$ cat src/rtsp_pkg.sv
// Shared types and constants of the RTSP request stream parser.
package rtsp_pkg;

	// Result tags.
	localparam logic [3:0] TAG_METHOD  = 4'd0;
	localparam logic [3:0] TAG_URL     = 4'd1;
	localparam logic [3:0] TAG_VERSION = 4'd2;
	localparam logic [3:0] TAG_HNAME   = 4'd3;
	localparam logic [3:0] TAG_HVALUE  = 4'd4;
	localparam logic [3:0] TAG_LINE_OK = 4'd5;
	localparam logic [3:0] TAG_HDR_OK  = 4'd6;
	localparam logic [3:0] TAG_DONE    = 4'd7;
	localparam logic [3:0] TAG_ERROR   = 4'd8;

	// Error codes.
	localparam logic [2:0] ERR_NONE    = 3'd0;
	localparam logic [2:0] ERR_BARE_LF = 3'd1;
	localparam logic [2:0] ERR_SEPS    = 3'd2;
	localparam logic [2:0] ERR_METHOD  = 3'd3;
	localparam logic [2:0] ERR_HEADER  = 3'd4;

	localparam logic [2:0] METH_NONE = 3'd0;

	// Special bytes.
	localparam logic [7:0] CH_CR    = 8'h0D;
	localparam logic [7:0] CH_LF    = 8'h0A;
	localparam logic [7:0] CH_COLON = 8'h3A;
	localparam logic [7:0] CH_SPACE = 8'h20;
	localparam logic [7:0] CH_TAB   = 8'h09;
	localparam logic [7:0] CH_NUL   = 8'h00;

	// Method keywords, padded to eight characters; the first character is
	// in the top byte.
	localparam int KW_COUNT = 7;
	localparam logic [3:0] POS_MAX = 4'd8;
	localparam logic [63:0] KW_TEXT [KW_COUNT] = '{
		"DESCRIBE", "OPTIONS ", "PLAY    ", "PAUSE   ",
		"SETUP   ", "TEARDOWN", "RECORD  "
	};
	localparam logic [3:0] KW_LEN [KW_COUNT] = '{
		4'd8, 4'd7, 4'd4, 4'd5, 4'd5, 4'd8, 4'd6
	};

	// Number of result entries buffered ahead of the output.
	localparam int QUEUE_DEPTH = 3;

	// Parser state.
	typedef struct packed {
		logic       phase;
		logic [1:0] fsel;
		logic       cr;
		logic       trunc;
		logic [3:0] pos;
		logic [6:0] km;
		logic [2:0] meth;
		logic       hfault;
	} rtsp_state_t;

	localparam rtsp_state_t STATE_RESET = '{
		phase: 1'b0, fsel: 2'd0, cr: 1'b0, trunc: 1'b0, pos: 4'd0,
		km: 7'h7F, meth: METH_NONE, hfault: 1'b0
	};

	// One result item.
	typedef struct packed {
		logic [3:0] tag;
		logic [7:0] data;
		logic [2:0] meth;
		logic [2:0] err;
	} rtsp_res_t;

	// Outcome of one parsing step: next state and an optional result.
	typedef struct packed {
		rtsp_state_t st;
		logic        emit;
		rtsp_res_t   res;
	} rtsp_step_t;

	// A buffered result with its end-of-byte mark.
	typedef struct packed {
		rtsp_res_t res;
		logic      last;
	} rtsp_entry_t;

endpackage

$ cat src/rtsp_request_stream_parser_unit.sv
// Top level of the RTSP request stream parser: byte tagging and result queue.
// A result enters the result queue when its byte is accepted and is shown
// on the master side from the queue head. Throughput: one byte per cycle
// while m_tready drains the queue and each byte gives at most one result; a
// byte giving two results (a lone CR then data) holds off input until a pop.
// Reset: arst_n clears the parser state and empties the result queue.
module rtsp_request_stream_parser_unit (
	input  logic        clk,
	input  logic        arst_n,
	input  logic        s_tvalid,
	output logic        s_tready,
	input  logic [7:0]  s_tdata,   // [7:0] rx_byte
	output logic        m_tvalid,
	input  logic        m_tready,
	output logic [23:0] m_tdata,   // [3:0] tag, [11:4] data_byte,
	                               // [14:12] method_code, [17:15] error_code
	output logic        m_tlast
);
	import rtsp_pkg::*;

	rtsp_state_t state_q;
	rtsp_entry_t queue_q [QUEUE_DEPTH];
	logic [1:0]  count_q;

	rtsp_step_t  step_a;
	rtsp_step_t  step_b;
	rtsp_state_t state_d;
	logic        a_done;
	logic        accept;
	logic        pop;
	logic [1:0]  push_n;
	rtsp_entry_t first_e;
	rtsp_entry_t second_e;
	rtsp_entry_t queue_d [QUEUE_DEPTH];
	logic [1:0]  base;
	logic [1:0]  count_d;

	// An error result that also returns the parser to reset.
	function automatic rtsp_step_t error_step(input logic [2:0] code);
		rtsp_step_t o;
		o.st = STATE_RESET;
		o.emit = 1'b1;
		o.res = '{tag: TAG_ERROR, data: 8'd0, meth: METH_NONE, err: code};
		return o;
	endfunction

	function automatic rtsp_state_t clear_line(input rtsp_state_t s);
		rtsp_state_t o;
		o = s;
		o.fsel = 2'd0;
		o.cr = 1'b0;
		o.trunc = 1'b0;
		o.pos = 4'd0;
		o.km = 7'h7F;
		o.hfault = 1'b0;
		return o;
	endfunction

	// One data byte: field changes, tagging and keyword matching.
	function automatic rtsp_step_t data_step(input rtsp_state_t s, input logic [7:0] b);
		rtsp_step_t o;
		logic [7:0] u;
		logic [63:0] word;
		o.st = s;
		o.emit = 1'b0;
		o.res = '{tag: TAG_METHOD, data: b, meth: s.meth, err: ERR_NONE};
		u = (b >= 8'h61 && b <= 8'h7A) ? b - 8'h20 : b;
		if (b == CH_NUL) begin
			o.st.trunc = 1'b1;
		end else if (!s.phase) begin
			if ((b == CH_SPACE || b == CH_TAB) && s.fsel < 2'd2) begin
				o.st.fsel = s.fsel + 2'd1;
			end else begin
				o.emit = 1'b1;
				o.res.tag = {2'b00, s.fsel};
				if (s.fsel == 2'd0 && s.pos < POS_MAX) begin
					for (int k = 0; k < KW_COUNT; k++) begin
						word = KW_TEXT[k];
						if (s.pos < KW_LEN[k] && u != word[(7 - s.pos[2:0]) * 8 +: 8])
							o.st.km[k] = 1'b0;
					end
					o.st.pos = s.pos + 4'd1;
				end
			end
		end else begin
			if (s.fsel == 2'd0 && b == CH_COLON) begin
				if (s.pos == 4'd0)
					o.st.hfault = 1'b1;
				o.st.fsel = 2'd1;
			end else begin
				o.emit = 1'b1;
				o.res.tag = TAG_HNAME + {3'b000, s.fsel[0]};
				if (s.fsel == 2'd0 && s.pos < POS_MAX)
					o.st.pos = s.pos + 4'd1;
			end
		end
		return o;
	endfunction

	// CR LF: judge the line that just ended.
	function automatic rtsp_step_t line_end(input rtsp_state_t s);
		rtsp_step_t o;
		logic       found;
		logic [2:0] hit;
		o.st = s;
		o.emit = 1'b1;
		o.res = '{tag: TAG_HDR_OK, data: 8'd0, meth: s.meth, err: ERR_NONE};
		found = 1'b0;
		hit = 3'd0;
		// Lowest matching keyword wins.
		for (int k = KW_COUNT - 1; k >= 0; k--) begin
			if (s.km[k] && s.pos >= KW_LEN[k]) begin
				found = 1'b1;
				hit = 3'(k + 1);
			end
		end
		if (!s.phase) begin
			if (s.fsel < 2'd2) begin
				o = error_step(ERR_SEPS);
			end else if (!found) begin
				o = error_step(ERR_METHOD);
			end else begin
				o.st = clear_line(s);
				o.st.phase = 1'b1;
				o.st.meth = hit;
				o.res.tag = TAG_LINE_OK;
				o.res.meth = hit;
			end
		end else if (s.hfault) begin
			o = error_step(ERR_HEADER);
		end else if (s.fsel == 2'd0) begin
			if (s.pos == 4'd0) begin
				o.st = STATE_RESET;
				o.res.tag = TAG_DONE;
			end else begin
				o = error_step(ERR_HEADER);
			end
		end else begin
			o.st = clear_line(s);
		end
		return o;
	endfunction

	// Parse one byte: a pending CR is resolved first, then the byte itself.
	always_comb begin
		step_a.st = state_q;
		step_a.emit = 1'b0;
		step_a.res = '0;
		a_done = 1'b0;
		if (state_q.cr) begin
			step_a.st.cr = 1'b0;
			if (s_tdata == CH_LF) begin
				step_a = line_end(step_a.st);
				a_done = 1'b1;
			end else if (!state_q.trunc) begin
				step_a = data_step(step_a.st, CH_CR);
			end
		end
		step_b.st = step_a.st;
		step_b.emit = 1'b0;
		step_b.res = '0;
		if (!a_done) begin
			if (s_tdata == CH_CR)
				step_b.st.cr = 1'b1;
			else if (s_tdata == CH_LF)
				step_b = error_step(ERR_BARE_LF);
			else if (!step_a.st.trunc)
				step_b = data_step(step_a.st, s_tdata);
		end
		state_d = step_b.st;
	end

	// Order the results of this byte and mark the final one.
	always_comb begin
		push_n = {1'b0, step_a.emit} + {1'b0, step_b.emit};
		first_e.res = step_a.emit ? step_a.res : step_b.res;
		first_e.last = !(step_a.emit && step_b.emit);
		second_e.res = step_b.res;
		second_e.last = 1'b1;
	end

	// Handshake: accept a byte whenever two queue entries are free.
	assign s_tready = (count_q <= 2'd1);
	assign accept = s_tvalid && s_tready;
	assign m_tvalid = (count_q != 2'd0);
	assign pop = m_tvalid && m_tready;
	assign m_tdata = {6'd0, queue_q[0].res.err, queue_q[0].res.meth,
		queue_q[0].res.data, queue_q[0].res.tag};
	assign m_tlast = queue_q[0].last;

	// Result queue: shift out at the head, append behind the survivors.
	always_comb begin
		for (int i = 0; i < QUEUE_DEPTH - 1; i++)
			queue_d[i] = pop ? queue_q[i + 1] : queue_q[i];
		queue_d[QUEUE_DEPTH - 1] = queue_q[QUEUE_DEPTH - 1];
		base = count_q - {1'b0, pop};
		count_d = base;
		if (accept) begin
			if (push_n != 2'd0)
				queue_d[base] = first_e;
			if (push_n == 2'd2)
				queue_d[base + 2'd1] = second_e;
			count_d = base + push_n;
		end
	end

	// Control state.
	always_ff @(posedge clk or negedge arst_n) begin
		if (!arst_n) begin
			state_q <= STATE_RESET;
			count_q <= 2'd0;
		end else begin
			count_q <= count_d;
			if (accept)
				state_q <= state_d;
		end
	end

	// Queue payload.
	always_ff @(posedge clk) begin
		for (int i = 0; i < QUEUE_DEPTH; i++)
			queue_q[i] <= queue_d[i];
	end

`ifndef SYNTHESIS
	a_count_range: assert property (@(posedge clk) disable iff (!arst_n)
		count_q <= 2'd3)
		else $error("result queue count out of range");

	a_lf_result: assert property (@(posedge clk) disable iff (!arst_n)
		(s_tvalid && s_tready && s_tdata == CH_LF) |=> (count_q != 2'd0))
		else $error("LF byte produced no result");

	a_error_fields: assert property (@(posedge clk) disable iff (!arst_n)
		(m_tvalid && m_tdata[3:0] == TAG_ERROR) |->
		(m_tdata[17:15] != ERR_NONE && m_tdata[14:12] == METH_NONE))
		else $error("error result with bad fields");

	a_noerror_code: assert property (@(posedge clk) disable iff (!arst_n)
		(m_tvalid && m_tdata[3:0] != TAG_ERROR) |-> (m_tdata[17:15] == ERR_NONE))
		else $error("error code on a non-error result");
`endif

endmodule
$ cat config.mk
export PLATFORM = sky130hd
export DESIGN_NAME = rtsp_request_stream_parser_unit
export DESIGN_NICKNAME = d
export VERILOG_FILES = /design/src/rtsp_pkg.sv /design/src/rtsp_request_stream_parser_unit.sv
export SDC_FILE = /design/constraint.sdc
export NUM_CORES = 1
export LEC_CHECK = 0
export BUFFER_PORTS_ARGS = -buffer_cell sky130_fd_sc_hd__buf_2
export CORE_MARGIN = 8
export CORE_UTILIZATION = 60
export CTS_CLUSTER_DIAMETER = 40
export DETAILED_ROUTE_END_ITERATION = 10
export PLACE_DENSITY = 0.79
export SETUP_SLACK_MARGIN = 0.5
export SYNTH_ARGS = -nofsm -noshare
export SYNTH_HDL_FRONTEND = slang
export SYNTH_SLANG_ARGS = --single-unit
export TNS_END_PERCENT = 5
$ cat constraint.sdc
create_clock -name clk -period 4.7 [get_ports clk]
set_input_delay 0.94 -clock clk [delete_from_list [all_inputs] [get_ports clk]]
set_output_delay 0.94 -clock clk [all_outputs]
set_load 0.03 [all_outputs]
# Yosys cells after proc, flatten, opt, wreduce, memory -nomap -nowiden
# Memory sizes are Yosys's and may differ from the RTL's.
# Cells that the tools add are included.
# totals
regBits	22
ram_bits	57
in_bits	12
output_inout_bits	27
elab_cells	213
mem_count	1
# op_classes
n_addsub	12
order_cmp	24
n_eq_ne	20
shifts	14
muxes	91
bitwise	2
reduce_logical	40
# mem_list
name	depth	word_bits	rd	rd_ports_with_merged_regs	wr	line	text
queue_q	3	19	3	0	3	rtsp_request_stream_parser_unit.sv:22	rtsp_entry_t queue_q [QUEUE_DEPTH];
# op_table
operator	n
64-bit by 33-bit indexed part select with 8-bit output, first input constant	14
39-bit two-way mux	7
57-bit two-way mux	4
57-bit bitwise mux	2
19-bit demux with 2-bit select	2
19-bit two-way mux	4
35-bit two-way mux	2
4-bit by 8-bit != test with 1-bit output, first input constant	7
8-bit != test	7
11-bit two-way mux	4
20-bit two-way mux	2
38-bit two-way mux	1
18-bit two-way mux	2
4-bit by 3-bit < comparator with 1-bit output, second input constant	8
1-bit logical AND	31
1-bit two-way mux	30
3-bit two-way mux	10
4-bit two-way mux	7
8-bit by 4-bit equality test with 1-bit output, second input constant	3
8-bit by 6-bit equality test with 1-bit output, second input constant	2
4-bit by 3-bit greater-or-equal comparator with 1-bit output, second input constant	4
5-bit two-way mux	3
7-bit two-way mux	2
2-bit two-way mux	6
26 further kinds	39

# Longest topological paths before layout
# depth
word_depth	37
ltp_mapped	20
depth_no_buf	17

# Least setup slack after synthesis
# OpenSTA, ideal clock, no wires.
# synth_timing
kind	in2reg
from	input s_tdata[4]
to	memory queue_q[0][42] (netlist bit), data pin
setup_ns	0.258
t_arrival_ns	3.977
t_required_ns	4.442
path_slack_ns	0.465
path_stages	17
path_buffers	3
cell_sequence	buf_6 nor4_4 nand3_4 buf_2 nand2_1 ha_1 nand3_1 or3_1 mux2i_1 o21bai_2 o22ai_1 ha_1 clkbuf_1 nor2b_1 nand2_1 nand2_1 o221a_2
# synth_rtl
element	line	text
start, declared	rtsp_request_stream_parser_unit.sv:12	input logic [7:0] s_tdata,
end, declared	rtsp_request_stream_parser_unit.sv:22	

==> flow_metrics.py <==
metrics = {
    "run_status": {
        "status": "complete, no violations",
    },
    "clock_tree": {
        "cts_buffers": 9,
        "cts_tree": "yes",
        "ctsHoldBuffers": 0,
        "clk_pin_slew_ps": 90,
        "htreeDepth": 3,
        "clk-insertion-delay-late_ps": 370,
        "cts.repair.resized": 0,
        "post-cts-setup-buffers": 0,
        "cts_root_buffer": "clkbuf_8",
        "cts_buffer_depth": 2,
        "cts_sinks": 79,
    },
    "worst_setup_path": {
        "r2r_start": "state_q[12]",
        "critical_path_required_ps": 4960,
        "critPathCaptureType": "flop",
        "critPathTopFamily": "compound AO/OA/AOI/OAI gates",
        "crit_path_end": "queue_q[0][4]",
        "timing.rr.end": "queue_q[0][4]",
        "cp_common_cell": "a21oi_1",
        "reg2reg_slack_ps": 580,
        "path_cells": "inv_1, ha_1, nand2b_1, a21oi_1, o221ai_1, a21o_1, o21bai_2, o22ai_1, ha_1, nor2b_1, nand2_1, a21oi_1, buf_4, a21oi_1, a211o_1",
        "critPathLaunchType": "flop",
        "r2r_cells": 15,
        "cp_slowest_cell": "dfrtp_1",
        "cp_max_fo": 11,
        "crit_start": "state_q[12]",
        "worst-path-buf-inv": 2,
        "critPathKind": "flop to flop",
        "slowest_delay_ps": 580,
        "cp_num_cells": 15,
        "critPathArrivalTime_ps": 4380,
    },
    "logic_synthesis": {
        "syn-mean-instance-area_um2": 7.86,
        "ys_ff_latch": 79,
        "yosys-top-cells-count": "nand2_1, nor2_1, a21oi_1, o21ai_0, dfxtp_1",
        "synth_edf_count": 19,
        "synthArstFlopShare_pct": 27.8,
        "synth.most_common_cell": "nand2_1",
        "ys_types": 87,
        "netlist_instances": 792,
        "synth_ff_type": "dfxtp_1",
        "synth_top_area_share_pct": 12.2,
        "ys_warn_count": 0,
        "synth_largest_area_cell": "dfxtp_1",
        "yosysSeqAreaShare_pct": 30.4,
        "synth_area_um2": 6220,
        "synth_top_cells_by_area": "dfxtp_1, edfxtp_1, nand2_1, dfrtp_1, ha_1",
    },
    "route": {
        "vias": 6272,
        "drt-initial-drc-count": 741,
        "wire_per_inst_um": 20.3,
        "vias_per_cell": 6.67,
        "ant_nets": 0,
        "dr.pass1.iters": 6,
        "routed_wl_mm": 19.1,
        "route.detailed.drc": 0,
    },
    "pwr": {
        "power_leakage_nw": 2.71,
        "ir_drop_mv": 0.355,
        "power_density_nw_per_um2": 628,
    },
    "floorplanning": {
        "die_y_um": 118,
        "start_util_pct": 61.1,
        "std_cell_rows": 37,
        "io_pins": 39,
        "die_w_um": 118,
        "die_area_um2": 13900,
        "core_area_um2": 10200,
    },
    "sta": {
        "fin_crit_ps": 4120,
        "slew_viol_final": 0,
        "final.setup.worst_slack_ps": 577,
        "setup_viol": 0,
        "fin_crit_sh_pct": 87.7,
        "fin_skew_ps": 8.81,
        "rsz0062_at_grt": "yes",
        "max_freq_mhz": 243,
        "relSlewSlack_pct": 44.6,
        "tightest_slew_ps": 831,
        "finalHoldViolations": 0,
        "setup-tns-final_ps": 0,
    },
    "placed_design": {
        "pre_cts_slack_ps": 252,
        "hpwl_mm": 14.5,
        "place_congestion": 0.991,
        "io_buffers": 32,
    },
    "global_routing": {
        "top_usage_layer": "met2",
        "antenna_found_initial": 0,
        "grt_pass1_vias": 5946,
        "overflow": 0,
        "grt.met3_usage_pct": 5.61,
        "use_met2_pct": 45.0,
        "grtUsageTotal_pct": 26.8,
        "grt_pass1_wl_mm": 30.6,
        "grt_start_max_net_pins": 37,
        "met1_usage_pct": 32.3,
    },
    "cells_and_area": {
        "area.growth.synth_to_final_pct": 6.21,
        "final_nets": 838,
        "antennaDiodeCount": 0,
        "layout-drive-gt1-share_pct": 14.4,
    },
    "worst_hold_path": {
        "hold_path_class": "flop to flop",
    },
    "flow_run": {
        "cap_violations": 0,
    },
}
-- cell usage in the layout, fill, tap and decap left out, types with 8 or more instances in the layout --
cell type    n
o22ai_1     26
nor2_1      66
ha_1        26
a21oi_1     64
buf_2       32
nand2_1    126
mux2i_1     22
buf_4       26
xor2_1      15
xnor2_1     12
o21ai_0     46
edfxtp_1    19
nor2b_1      8
a22o_1       8
a32oi_1     11
dfrtp_1     15
inv_1       20
dfxtp_1     38
clkbuf_8     9
nand3_1     22
nor3_1      21
nand2b_1     8
-- state kept, by name, indices dropped and copies added, names as in the netlist --
name	flops
state_q	20
queue_q	57
count_q	2
-- per-layer routing --
layer	vias up	wire [µm]
met4	0	886
li1	2862	-
met2	422	9150
met3	73	1660
met1	2915	7420
met5	-	0
-- worst reg2reg max path, stage by stage (launching register included) --
cell	delay (ps)
dfrtp_1	580
inv_1	150
ha_1	280
nand2b_1	140
a21oi_1	110
o221ai_1	420
a21o_1	400
o21bai_2	150
o22ai_1	210
ha_1	360
nor2b_1	210
nand2_1	150
a21oi_1	320
buf_4	230
a21oi_1	50
a211o_1	270
-- where the power goes --
group | total [W] | switching [W] | internal, W | leakage (nW)
clock network | 0.000555 | 0.000273 | 0.000283 | 0.111
registers | 0.00121 | 0.000196 | 0.00101 | 0.766
logic | 0.00239 | 0.00154 | 0.000851 | 1.83
total | 0.00415 | 0.00201 | 0.00214 | 2.71
-- final cells by class --
class	count	area [µm²]
Sequential cell	79	1890
Fill cell	886	3570
Inverter	22	87.6
Multi-Input combinational cell	630	3890
Clock inverter	5	63.8
Tap cell	136	170
Timing Repair Buffer	58	355
Clock buffer	11	153
-- per-stage QoR --
step | power (W) | utilization [%] | hold slack [ps] | instances | cell area (µm²)
after global routing | 0.00442 | 64.9 | 500 | 941 | 6610
final | 0.00415 | 64.9 | 489 | 941 | 6610
after global placement | 0.00349 | 62.8 | 476 | 925 | 6390
after CTS | 0.00410 | 64.9 | 489 | 941 | 6610
after floorplan | 0.00304 | - | 454 | 797 | 6250
after detailed placement | 0.00355 | 62.8 | 476 | 925 | 6390
-- worst min path at each step --
stage | startpoint | slack (ps) | depth (start not counted) | endpoint
global placement | queue_q[0][28] | 480 | 2 | queue_q[0][28]
floorplan | state_q[8] | 450 | 2 | state_q[8]
global route | state_q[8] | 500 | 2 | state_q[8]
detailed placement | state_q[8] | 480 | 2 | state_q[8]
CTS | state_q[8] | 490 | 2 | state_q[8]
finish | state_q[8] | 490 | 2 | state_q[8]
-- logic make-up after synthesis --
group                      count (synthesis)  share of synthesized area, %
and+or+nand+nor                          311                          24.3
adders and majority gates                 26                          5.23
buffers and inverters                     88                          7.50
DFF                                       79                          30.4
xor gates and xnor gates                  27                          3.80
other                                      1                        0.0602
AOI/OAI and AO/OA                        237                          25.0
muxes                                     23                          3.72
Note: power is estimated with default switching activity, not from simulation.
